===== src/rtl/i2cms_pkg.sv =====
// shared types, command codes and delay helper for the i2c master bit sequencer
package i2cms_pkg;

    localparam int CMD_W   = 3;
    localparam int PHASE_W = 3;
    localparam int BITC_W  = 4;
    localparam int DLY_W   = 11;
    localparam int US_W    = 3;

    localparam logic [CMD_W-1:0] CMD_NONE    = 3'd0;
    localparam logic [CMD_W-1:0] CMD_START   = 3'd1;
    localparam logic [CMD_W-1:0] CMD_STOP    = 3'd2;
    localparam logic [CMD_W-1:0] CMD_WRITE   = 3'd3;
    localparam logic [CMD_W-1:0] CMD_WAITACK = 3'd4;
    localparam logic [CMD_W-1:0] CMD_READ    = 3'd5;

    localparam logic [0:0] REG_TICKS_PER_US = 1'd0;
    localparam logic [0:0] REG_ACK_POLL_LIM = 1'd1;

    localparam logic [US_W-1:0] US_1 = 3'd1;
    localparam logic [US_W-1:0] US_2 = 3'd2;
    localparam logic [US_W-1:0] US_5 = 3'd5;

    localparam logic [BITC_W-1:0] BITS_PER_BYTE = 4'd8;
    localparam logic [7:0]        POLL_LIM_MIN  = 8'd1;

    typedef struct packed {
        logic [CMD_W-1:0]   active_command;
        logic [PHASE_W-1:0] phase;
        logic [BITC_W-1:0]  bit_count;
        logic [7:0]         shift_register;
        logic [DLY_W-1:0]   delay_count;
        logic [7:0]         poll_count;
        logic               scl_level;
        logic               sda_level;
        logic               sda_enable;
        logic               ack_flag;
        logic               send_ack_flag;
        logic [7:0]         rx_data;
    } state_t;

    // microseconds to ticks, at most 5 * 255 so it fits without masking
    function automatic logic [DLY_W-1:0] delay_ticks(input logic [US_W-1:0] us,
                                                     input logic [7:0] tpm);
        logic [DLY_W-1:0] wide_tpm;
        wide_tpm = {{(DLY_W-8){1'b0}}, tpm};
        return DLY_W'(wide_tpm * {{(DLY_W-US_W){1'b0}}, us});
    endfunction

    // sequencer state after reset: idle, with scl and sda driven high
    function automatic state_t reset_state();
        state_t s;
        s            = '0;
        s.scl_level  = 1'b1;
        s.sda_level  = 1'b1;
        s.sda_enable = 1'b1;
        return s;
    endfunction

endpackage


===== src/rtl/i2c_master_bit_sequencer_unit.sv =====
// top level of the i2c master bit sequencer: item registers, state and config
//
//  channel | signals                                          | direction
//  --------+--------------------------------------------------+----------
//  in      | in_valid in_ready cmd tx_byte ack_after_read sda_in | into block
//  out     | out_valid out_ready scl_out sda_out sda_drive_enable
//          | busy_res done_res rx_byte ack_received           | out of block
//  cfg     | cfg_we cfg_index cfg_data                        | into block
//
// one item per cycle sustained while the output is not stalled; each item is one
// bus tick and is stepped by the next-state logic between the input register and
// the result register, which loads when its item advances to the output.
// reset clears the sequencer state and the valid flags; config returns to
// 8 ticks per microsecond and a poll limit of 255.
// a stall on the output holds the result register and then the input register.
module i2c_master_bit_sequencer_unit (
    input  logic       clk,
    input  logic       rst_n,
    input  logic       in_valid,
    output logic       in_ready,
    input  logic [2:0] cmd,
    input  logic [7:0] tx_byte,
    input  logic       ack_after_read,
    input  logic       sda_in,
    output logic       out_valid,
    input  logic       out_ready,
    output logic       scl_out,
    output logic       sda_out,
    output logic       sda_drive_enable,
    output logic       busy_res,
    output logic       done_res,
    output logic [7:0] rx_byte,
    output logic       ack_received,
    input  logic       cfg_we,
    input  logic [0:0] cfg_index,
    input  logic [7:0] cfg_data
);
    import i2cms_pkg::*;

    state_t     state_reg;
    state_t     state_next;
    logic       step_done;

    logic       in_valid_reg;
    logic [2:0] cmd_reg;
    logic [7:0] tx_byte_reg;
    logic       ack_after_read_reg;
    logic       sda_in_reg;

    logic       out_valid_reg;
    logic       scl_reg;
    logic       sda_reg;
    logic       sda_en_reg;
    logic       busy_reg;
    logic       done_reg;
    logic [7:0] rx_reg;
    logic       ack_reg;

    logic [7:0] tpm_reg;
    logic [7:0] poll_lim_reg;

    logic       advance;

    assign advance  = in_valid_reg && (!out_valid_reg || out_ready);
    assign in_ready = !in_valid_reg || advance;

    i2cms_step u_step (
        .cur                   (state_reg),
        .cmd                   (cmd_reg),
        .tx_byte               (tx_byte_reg),
        .ack_after_read        (ack_after_read_reg),
        .sda_in                (sda_in_reg),
        .ticks_per_microsecond (tpm_reg),
        .ack_poll_limit        (poll_lim_reg),
        .nxt                   (state_next),
        .done                  (step_done)
    );

    always_ff @(posedge clk or negedge rst_n)
    begin
        if (!rst_n)
        begin
            tpm_reg      <= 8'd8;
            poll_lim_reg <= 8'd255;
        end
        else if (cfg_we)
        begin
            unique case (cfg_index)
                REG_TICKS_PER_US: tpm_reg      <= cfg_data;
                REG_ACK_POLL_LIM: poll_lim_reg <= cfg_data;
                default:          ;
            endcase
        end
    end

    always_ff @(posedge clk or negedge rst_n)
    begin
        if (!rst_n)
        begin
            state_reg                <= reset_state();
            in_valid_reg             <= 1'b0;
            out_valid_reg            <= 1'b0;
        end
        else
        begin
            if (in_ready)
            begin
                in_valid_reg <= in_valid;
            end
            if (advance)
            begin
                state_reg     <= state_next;
                out_valid_reg <= 1'b1;
            end
            else if (out_ready)
            begin
                out_valid_reg <= 1'b0;
            end
        end
    end

    // payload registers
    always_ff @(posedge clk)
    begin
        if (in_ready && in_valid)
        begin
            cmd_reg            <= cmd;
            tx_byte_reg        <= tx_byte;
            ack_after_read_reg <= ack_after_read;
            sda_in_reg         <= sda_in;
        end
        if (advance)
        begin
            scl_reg    <= state_next.scl_level;
            sda_reg    <= state_next.sda_enable ? state_next.sda_level : 1'b1;
            sda_en_reg <= state_next.sda_enable;
            busy_reg   <= state_next.active_command != CMD_NONE;
            done_reg   <= step_done;
            rx_reg     <= state_next.rx_data;
            ack_reg    <= state_next.ack_flag;
        end
    end

    assign out_valid        = out_valid_reg;
    assign scl_out          = scl_reg;
    assign sda_out          = sda_reg;
    assign sda_drive_enable = sda_en_reg;
    assign busy_res         = busy_reg;
    assign done_res         = done_reg;
    assign rx_byte          = rx_reg;
    assign ack_received     = ack_reg;

    // a finished command never reports busy in the same item
    a_done_not_busy: assert property (@(posedge clk) disable iff (!rst_n)
        out_valid && done_res |-> !busy_res)
        else $error("done with busy set");

    // released sda always reads high
    a_sda_released_high: assert property (@(posedge clk) disable iff (!rst_n)
        out_valid && !sda_drive_enable |-> sda_out)
        else $error("sda low while not driven");

    // when idle no delay or phase is left over
    a_idle_clean: assert property (@(posedge clk) disable iff (!rst_n)
        state_reg.active_command == CMD_NONE |->
            state_reg.delay_count == '0 && state_reg.phase == '0)
        else $error("idle with pending delay or phase");

    // state moves only when an item is stepped
    a_state_hold: assert property (@(posedge clk) disable iff (!rst_n)
        !advance |=> $stable(state_reg))
        else $error("state changed without an item");

endmodule


===== src/rtl/i2cms_step.sv =====
// next-state logic for one bus tick of the sequencer
module i2cms_step (
    input  i2cms_pkg::state_t cur,
    input  logic [2:0]        cmd,
    input  logic [7:0]        tx_byte,
    input  logic              ack_after_read,
    input  logic              sda_in,
    input  logic [7:0]        ticks_per_microsecond,
    input  logic [7:0]        ack_poll_limit,
    output i2cms_pkg::state_t nxt,
    output logic              done
);
    import i2cms_pkg::*;

    localparam logic [PHASE_W-1:0] PH0 = 3'd0;
    localparam logic [PHASE_W-1:0] PH1 = 3'd1;
    localparam logic [PHASE_W-1:0] PH2 = 3'd2;
    localparam logic [PHASE_W-1:0] PH3 = 3'd3;
    localparam logic [PHASE_W-1:0] PH4 = 3'd4;
    localparam logic [PHASE_W-1:0] PH5 = 3'd5;

    logic       run;
    logic [7:0] limit;
    logic [8:0] poll_plus;

    assign limit     = (ack_poll_limit == 8'd0) ? POLL_LIM_MIN : ack_poll_limit;
    assign poll_plus = {1'b0, cur.poll_count} + 9'd1;

    always_comb
    begin
        nxt  = cur;
        done = 1'b0;
        run  = 1'b0;
        if (cur.active_command == CMD_NONE)
        begin
            if (cmd >= CMD_START && cmd <= CMD_READ)
            begin
                nxt.active_command = cmd;
                nxt.phase          = PH0;
                nxt.bit_count      = '0;
                nxt.poll_count     = '0;
                nxt.delay_count    = '0;
                nxt.shift_register = (cmd == CMD_WRITE) ? tx_byte : 8'd0;
                nxt.send_ack_flag  = ack_after_read;
                run                = 1'b1;
            end
        end
        else if (cur.delay_count != '0)
        begin
            nxt.delay_count = cur.delay_count - 1'b1;
        end
        else
        begin
            run = 1'b1;
        end

        if (run)
        begin
            unique case (nxt.active_command)
                CMD_START:
                begin
                    unique case (nxt.phase)
                        PH0:
                        begin
                            nxt.sda_enable  = 1'b1;
                            nxt.sda_level   = 1'b1;
                            nxt.scl_level   = 1'b1;
                            nxt.delay_count = delay_ticks(US_5, ticks_per_microsecond);
                            nxt.phase       = PH1;
                        end
                        PH1:
                        begin
                            nxt.sda_level   = 1'b0;
                            nxt.delay_count = delay_ticks(US_5, ticks_per_microsecond);
                            nxt.phase       = PH2;
                        end
                        default:
                        begin
                            nxt.scl_level      = 1'b0;
                            nxt.active_command = CMD_NONE;
                            nxt.phase          = PH0;
                            done               = 1'b1;
                        end
                    endcase
                end
                CMD_STOP:
                begin
                    unique case (nxt.phase)
                        PH0:
                        begin
                            nxt.sda_enable  = 1'b1;
                            nxt.sda_level   = 1'b0;
                            nxt.delay_count = delay_ticks(US_1, ticks_per_microsecond);
                            nxt.phase       = PH1;
                        end
                        PH1:
                        begin
                            nxt.scl_level   = 1'b1;
                            nxt.delay_count = delay_ticks(US_5, ticks_per_microsecond);
                            nxt.phase       = PH2;
                        end
                        PH2:
                        begin
                            nxt.sda_level   = 1'b1;
                            nxt.delay_count = delay_ticks(US_5, ticks_per_microsecond);
                            nxt.phase       = PH3;
                        end
                        default:
                        begin
                            nxt.active_command = CMD_NONE;
                            nxt.phase          = PH0;
                            done               = 1'b1;
                        end
                    endcase
                end
                CMD_WRITE:
                begin
                    unique case (nxt.phase)
                        PH1:
                        begin
                            nxt.scl_level   = 1'b1;
                            nxt.delay_count = delay_ticks(US_5, ticks_per_microsecond);
                            nxt.phase       = PH2;
                        end
                        PH2:
                        begin
                            nxt.scl_level   = 1'b0;
                            nxt.bit_count   = nxt.bit_count + 1'b1;
                            nxt.delay_count = delay_ticks(US_5, ticks_per_microsecond);
                            nxt.phase       = PH3;
                        end
                        default:
                        begin
                            if (nxt.phase != PH0 && nxt.bit_count >= BITS_PER_BYTE)
                            begin
                                nxt.active_command = CMD_NONE;
                                nxt.phase          = PH0;
                                done               = 1'b1;
                            end
                            else
                            begin
                                // put the next bit on sda, msb first
                                nxt.sda_enable  = 1'b1;
                                nxt.scl_level   = 1'b0;
                                nxt.sda_level   =
                                    nxt.shift_register[3'd7 - nxt.bit_count[2:0]];
                                nxt.delay_count = delay_ticks(US_2, ticks_per_microsecond);
                                nxt.phase       = PH1;
                            end
                        end
                    endcase
                end
                CMD_WAITACK:
                begin
                    unique case (nxt.phase)
                        PH0:
                        begin
                            nxt.sda_enable  = 1'b0;
                            nxt.sda_level   = 1'b1;
                            nxt.scl_level   = 1'b0;
                            nxt.delay_count = delay_ticks(US_1, ticks_per_microsecond);
                            nxt.phase       = PH1;
                        end
                        PH1:
                        begin
                            nxt.scl_level   = 1'b1;
                            nxt.delay_count = delay_ticks(US_1, ticks_per_microsecond);
                            nxt.phase       = PH2;
                        end
                        default:
                        begin
                            priority if (!sda_in)
                            begin
                                nxt.scl_level      = 1'b0;
                                nxt.ack_flag       = 1'b1;
                                nxt.active_command = CMD_NONE;
                                nxt.phase          = PH0;
                                done               = 1'b1;
                            end
                            else if (poll_plus >= {1'b0, limit})
                            begin
                                // timeout: first step of a stop on this same tick
                                nxt.poll_count     = '0;
                                nxt.ack_flag       = 1'b0;
                                nxt.active_command = CMD_STOP;
                                nxt.sda_enable     = 1'b1;
                                nxt.sda_level      = 1'b0;
                                nxt.delay_count    =
                                    delay_ticks(US_1, ticks_per_microsecond);
                                nxt.phase          = PH1;
                            end
                            else
                            begin
                                nxt.poll_count = poll_plus[7:0];
                            end
                        end
                    endcase
                end
                CMD_READ:
                begin
                    unique case (nxt.phase)
                        PH0:
                        begin
                            nxt.delay_count = delay_ticks(US_2, ticks_per_microsecond);
                            nxt.phase       = PH1;
                        end
                        PH1:
                        begin
                            nxt.sda_enable  = 1'b0;
                            nxt.sda_level   = 1'b1;
                            nxt.scl_level   = 1'b0;
                            nxt.delay_count = delay_ticks(US_1, ticks_per_microsecond);
                            nxt.phase       = PH2;
                        end
                        PH2:
                        begin
                            nxt.scl_level      = 1'b1;
                            nxt.shift_register = {nxt.shift_register[6:0], sda_in};
                            nxt.bit_count      = nxt.bit_count + 1'b1;
                            nxt.delay_count    = delay_ticks(US_1, ticks_per_microsecond);
                            nxt.phase          = PH3;
                        end
                        PH3:
                        begin
                            nxt.scl_level = 1'b0;
                            if (nxt.bit_count < BITS_PER_BYTE)
                            begin
                                nxt.delay_count = delay_ticks(US_1, ticks_per_microsecond);
                                nxt.phase       = PH2;
                            end
                            else
                            begin
                                nxt.rx_data     = nxt.shift_register;
                                nxt.sda_enable  = 1'b1;
                                nxt.sda_level   = ~nxt.send_ack_flag;
                                nxt.delay_count = delay_ticks(US_2, ticks_per_microsecond);
                                nxt.phase       = PH4;
                            end
                        end
                        PH4:
                        begin
                            nxt.scl_level   = 1'b1;
                            nxt.delay_count = delay_ticks(US_5, ticks_per_microsecond);
                            nxt.phase       = PH5;
                        end
                        default:
                        begin
                            nxt.scl_level      = 1'b0;
                            nxt.active_command = CMD_NONE;
                            nxt.phase          = PH0;
                            done               = 1'b1;
                        end
                    endcase
                end
                default:
                begin
                    nxt.active_command = CMD_NONE;
                    nxt.phase          = PH0;
                    done               = 1'b1;
                end
            endcase
        end
    end

endmodule


===== config.mk =====
export PLATFORM = sky130hd
export DESIGN_NAME = i2c_master_bit_sequencer_unit
export DESIGN_NICKNAME = d
export VERILOG_FILES = /design/src/rtl/i2cms_pkg.sv /design/src/rtl/i2c_master_bit_sequencer_unit.sv /design/src/rtl/i2cms_step.sv
export SDC_FILE = /design/constraint.sdc
export NUM_CORES = 1
export LEC_CHECK = 0
export ABC_AREA = 1
export BUFFER_PORTS_ARGS = -buffer_cell sky130_fd_sc_hd__buf_2
export CAP_MARGIN = 20
export CORE_MARGIN = 3
export CORE_UTILIZATION = 55
export DETAILED_ROUTE_END_ITERATION = 8
export PLACE_DENSITY = 0.73
export SKIP_LAST_GASP = 1
export SYNTH_ARGS = -nofsm -noshare
export SYNTH_HDL_FRONTEND = slang
export SYNTH_SLANG_ARGS = --single-unit
export TNS_END_PERCENT = 20

===== constraint.sdc =====
create_clock -name clk -period 5.8 [get_ports clk]
set_clock_uncertainty 0.15 [all_clocks]
set_input_delay 1.74 -clock clk [delete_from_list [all_inputs] [get_ports clk]]
set_output_delay 1.74 -clock clk [all_outputs]
set_load 0.02 [all_outputs]

==> results of run 1 <==
layout by cell type, fill, tap and decap left out, types with 4 or more instances in the layout:
cell       instances
ha_1              23
inv_2             24
o211ai_1           7
nor2_4             4
a22oi_1            6
buf_2             42
clkbuf_16          9
nand3_1           59
o21ai_0           75
xor2_1            10
dfstp_2           12
inv_1            105
a21oi_1           42
a31oi_1           12
nor2_2             8
nand4_1           15
o21ai_1           26
nand2_2           16
nand2_1          281
edfxtp_1          27
dfrtp_1           56
nor2_1            65
logic make-up after synthesis:
logic type / share of synthesized area, %
flip-flops: 37.5
AO/OA/AOI/OAI: 16.3
buffers and inverters: 9.01
multiplexers: 0.149
XOR/XNOR: 1.56
AND/OR/NAND/NOR: 30.9
adder cells (fa/ha/maj): 4.57
final timing paths:
kind,start,to,slack (ns),depth (start not counted)
setup / recovery,out_ready,in_ready,1.74,4
hold / removal,state_reg[8]$_DFFE_PN0P_,state_reg[8]$_DFFE_PN0P_,0.34,2
setup reg to reg,cmd_reg[1]$_DFFE_PP_,busy_res$_DFFE_PP_,2.34,14
hold reg to reg,state_reg[8]$_DFFE_PN0P_,state_reg[8]$_DFFE_PN0P_,0.34,2
max in group asynchronous,rst_n,state_reg[11]$_DFFE_PN1P_,3.18,2
min in group asynchronous,rst_n,tpm_reg[4]$_DFFE_PN0P_,1.35,1
report_power, final:
part           total (uW)  switching, uW  internal [uW]
clock                 626            282            343
sequential           1050            162            884
combinational        1870           1310            555
total                3540           1760           1780
final cells by class:
class	count	area [sq um]
fillers	1092	4370
repair buffers	45	233
well taps	143	179
clock buffers	9	225
multi-input cells	695	3600
flip-flops and latches	95	2530
inverters	130	488
clock inverters	7	86.3
per-stage QoR:
stage               cells  area [sq um]
floorplan             942          6730
global placement     1108          7030
detailed placement   1108          7030
CTS                  1124          7340
global route         1124          7340
finish               1124          7340
cells in the mapped netlist (3+ instances only):
| library cell | count |
|---|---|
| dfstp_2 | 12 |
| nand2_1 | 281 |
| nor2_2 | 8 |
| inv_2 | 24 |
| buf_2 | 5 |
| buf_6 | 3 |
| nand3_1 | 59 |
| a31oi_1 | 12 |
| o21ai_2 | 3 |
| nand4_1 | 15 |
| o21ai_1 | 26 |
| edfxtp_1 | 27 |
| a21oi_1 | 42 |
| nand3_2 | 3 |
| nor3_1 | 3 |
| nor2_1 | 65 |
| nand2_2 | 16 |
| o21ai_0 | 75 |
| nor2_4 | 4 |
| clkbuf_1 | 10 |
| o211ai_1 | 7 |
| xor2_1 | 10 |
| dfrtp_1 | 56 |
| a22oi_1 | 6 |
| o22ai_1 | 3 |
| ha_1 | 23 |
| inv_1 | 105 |
tightest hold or removal path: stages, from the launching register on:
cell     delay, ns
dfrtp_1       0.34
nand2_1       0.05
o21ai_0       0.06
metal layers:
layer	share of wire [%]	routed length [um]
met2	43	7570
met5	0	0
met4	2.6	454
met1	46	8100
met3	8.1	1430
==> out/summary.txt, run 1 <==
Hold Buf Count CTS -> 0
gr busiest metal -> met2
GR met3 Demand/Resource -> 4.97%
Max Cap Viol -> 0
critical path class -> in -> out
top-area cell type share of the netlist area -> 20.8%
number of flip-flops in the largest register -> 50
status -> completed
first-pass GRT wire length -> 28.6 mm
Lkg Pwr -> 0.00354 uW
core area -> 0.0117 sq mm
crit-path leading delay family -> buffers and inverters
CTS root buffer -> clkbuf_16
synth unique cells -> 55
crit path capture type -> output pin
setup violators final -> 0
DRC -> 0
clock buffer depth -> 2
met1 usage -> 38.5%
Reg clk slew, reported paths -> 0.07 ns
Die ar. -> 0.0136 sq mm
# rows -> 39
CP Cell Sequence -> buf_2 > inv_1 > nand3_1 > buf_2
Die W -> 117 um
Final Hold Fails -> 0
Period minus WS final -> 4.06 ns
# resized after CTS -> 0
Power Density -> 483 mW/mm^2
Critical-path top delay cell -> buf_2
CP arrival -> 2.17 ns
port buffer count -> 42
DR WL/cell -> 15.6 um
final WL -> 17.5 mm
Total Power -> 3540 uW
Final nets -> 1027
CTS tree -> yes
Die Y -> 117 um
layout cells sized above 1 -> 14.5%
number of global-route vias before repair -> 5797
CP Max Fanout -> 3
highest clock rate -> 247 MHz
Worst Path Required -> 3.91 ns
RSZ-0062 raised after global routing -> false
Final Core Density -> 62.7%
EDFF count, synth -> 27
WHS -> 0.335 ns
CP Buf/Inv Count -> 3
GRT Overall Usage -> 26.7%
Most common cell on crit path -> buf_2
top cells by area, synth -> dfrtp_1, nand2_1, edfxtp_1, inv_1, o21ai_0
Main synth FF type -> dfrtp_1
largest net degree at the start of global routing -> 50
Fin Setup TNS -> 0 ns
Post-Syn Nets -> 993
CP max stage delay -> 0.18 ns
YS warnings -> 0
GRT overflow -> 0
area of the mapped netlist -> 0.00673 sq mm
Synth Instances -> 942
Via density -> 5.68
Seq cells post-synth -> 95
IO Count -> 43
Post-DP HPWL -> 12.8 mm
asr flop ratio synth -> 71.6%
antenna violations before repair -> 0
Layout Area Growth over Synthesis -> 8.97%
DP Worst Slack -> 1.75 ns
CP Launch Type -> input pin
n_diodes -> 0
hold crit path type -> reg -> reg
Pre-antenna DRT Iters -> 6
DRT iter0 DRCs -> 666
Synth area leader -> dfrtp_1
via count -> 6383
Setup WS post-layout -> 1.74 ns
Slew Viols, Final -> 0
Max-slew headroom -> 42.5%
Initial Util -> 57.5%
VDD IR max -> 231 uV
Num Clock Sinks -> 95
grt met2 use -> 40.0%
post-route ant nets -> 0
CTS H-Tree Depth -> 3
GP Congestion -> 1.00
Worst-Skew Late Latency -> 0.36 ns
Syn Area/Cell -> 7.15 sq um
Post CTS Setup Buffer Count -> 0
total CTS buffers -> 9
Seq/Total Area, Yosys -> 37.5%
Slew @ Worst Pin -> 0.863 ns
period utilisation layout -> 69.9%
(Power assumes the default switching activity.)
==> run 2: changes to the inputs <==
==> constraint.sdc (replaced) <==
create_clock -name clk -period 4.13 [get_ports clk]
set_clock_uncertainty 0.15 [all_clocks]
set_input_delay 1.239 -clock clk [delete_from_list [all_inputs] [get_ports clk]]
set_output_delay 1.239 -clock clk [all_outputs]
set_load 0.02 [all_outputs]
==> run 2 against run 1 <==
Non-clock buffer count rose by 2. Largest power group unchanged. Clock power rose by 41%. Critical path type unchanged. Cell count rose by 0.18%. Largest cell class unchanged.
==> out/summary.txt, run 2 (synthesis gave the netlist of run 1 again) <==
critical path class -> in -> out
DP Worst Slack -> 1.08 ns (-0.672 ns)
antenna violations before repair -> 0 (unchanged)
Slew @ Worst Pin -> 0.718 ns (-0.145 ns)
FILL cells -> 1119 (+2.5%)
GRT Overall Usage -> 27.1% (+0.40 points)
crit path capture type -> output pin
first-pass GRT wire length -> 29.1 mm (+1.4%)
status -> completed
CTS H-Tree Depth -> 3 (unchanged)
final WL -> 17.9 mm (+2.0%)
Final Hold Fails -> 0 (unchanged)
number of flip-flops in the largest register -> 50 (unchanged)
Die ar. -> 0.0136 sq mm (unchanged)
multi-input logic area -> 0.00360 sq mm (unchanged)
Die W -> 117 um (unchanged)
number of global-route vias before repair -> 5783 (-0.24%)
highest clock rate -> 327 MHz
Layout Cells excl Fill -> 1126 (+0.18%)
Post CTS Setup Buffer Count -> 0 (unchanged)
Die Y -> 117 um (unchanged)
layout cells sized above 1 -> 14.6% (+0.17 points)
Lkg Pwr -> 0.00355 uW (+0.38%)
Hold Buf Count CTS -> 0 (unchanged)
Power Density -> 679 mW/mm^2 (+41%)
post-route ant nets -> 0 (unchanged)
Max Cap Viol -> 0 (unchanged)
CP Max Fanout -> 3 (unchanged)
Num Clock Sinks -> 95 (unchanged)
DRT iter0 DRCs -> 625 (-6.2%)
VDD IR max -> 436 uV (+89%)
via count -> 6339 (-0.69%)
Pre-antenna DRT Iters -> 6 (unchanged)
GP Congestion -> 0.958 (-4.2%)
period utilisation layout -> 74.1%
CTS tree -> yes
setup violators final -> 0 (unchanged)
CP Launch Type -> input pin
R2R Setup Slk -> 1.10 ns (-1.24 ns)
Setup WS post-layout -> 1.07 ns (-0.675 ns)
WHS -> 0.334 ns (-0.00154 ns)
Post-DP HPWL -> 13.1 mm (+2.4%)
IO Count -> 43 (unchanged)
Worst-Skew Late Latency -> 0.36 ns (about the same)
Final nets -> 1029 (+0.19%)
Total Power -> 5000 uW (+41%)
register area -> 0.00253 sq mm (unchanged)
GRT overflow -> 0 (unchanged)
placed insts -> 1110 (+0.18%)
n_diodes -> 0 (unchanged)
Max-slew headroom -> 51.9% (+9.4 points)
largest net degree at the start of global routing -> 46 (-8.0%)
Reg clk slew, reported paths -> 0.07 ns (about the same)
clock buffer depth -> 2 (unchanged)
port buffer count -> 42 (unchanged)
Layout Area Growth over Synthesis -> 9.38%
Initial Util -> 57.5% (unchanged)
Worst Path Required -> 2.74 ns (-1.17 ns)
Fin Setup TNS -> 0 ns (unchanged)
CP arrival -> 1.67 ns (-0.50 ns)
Slew Viols, Final -> 0 (unchanged)
# resized after CTS -> 0 (unchanged)
CTS root buffer -> clkbuf_16
DRC -> 0 (unchanged)
Via density -> 5.63 (-0.87%)
total CTS buffers -> 9 (unchanged)
core area -> 0.0117 sq mm (unchanged)
hold crit path type -> reg -> reg
# rows -> 39 (unchanged)
DR WL/cell -> 15.9 um (+1.8%)
RSZ-0062 raised after global routing -> false
Period minus WS final -> 3.06 ns
most common cell after layout, fill and taps aside -> nand2_1
most frequent cells in the layout -> nand2_1, inv_1, o21ai_0
[run 2: cell count changes in the layout (fill, tap and decap cells not counted)]
cell    delta
buf_12     +1
buf_4      +1
[run 2: critical path, cell delays in order]
cell	delay [ns]
buf_2	0.09
inv_1	0.06
nand3_1	0.10
buf_2	0.18
[run 2: final timing paths]
kind,end,cells past startpoint,start
setup / recovery,in_ready,4,out_ready
hold / removal,state_reg[8]$_DFFE_PN0P_,2,state_reg[8]$_DFFE_PN0P_
setup reg to reg,state_reg[28]$_DFFE_PN0P_,19,state_reg[13]$_DFFE_PN0P_
hold reg to reg,state_reg[8]$_DFFE_PN0P_,2,state_reg[8]$_DFFE_PN0P_
max in group asynchronous,state_reg[10]$_DFFE_PN1P_,2,rst_n
min in group asynchronous,tpm_reg[4]$_DFFE_PN0P_,1,rst_n
[run 2: area by class of cell]
class,count,area share (%)
Multi-Input combinational cell,695,48.9
Clock buffer,9,3.06
Sequential cell,95,34.3
Timing Repair Buffer,47,3.53
Clock inverter,7,1.17
Inverter,130,6.62
Tap cell,143,2.43
[run 2: through the flow]
stage          util [%]  instance area (sq um)
2_1_floorplan         -                   6730
5_1_grt            62.9                   7370
4_1_cts            62.9                   7370
6_report           62.9                   7370
3_5_place_dp       60.2                   7050
3_3_place_gp       60.2                   7050
[run 2: per-layer routing]
layer  share of wire [%]  global-route usage (%)
met1                  47                    40.0
met2                  44                    41.0
met3                 7.6                    5.60
met4                 1.2                    7.03
met5                   0                       0
[run 2: where the power goes]
group          switching [uW]  internal, uW
Clock                     401           482
Combinational            1860           790
Sequential                226          1240
Total                    2480          2510
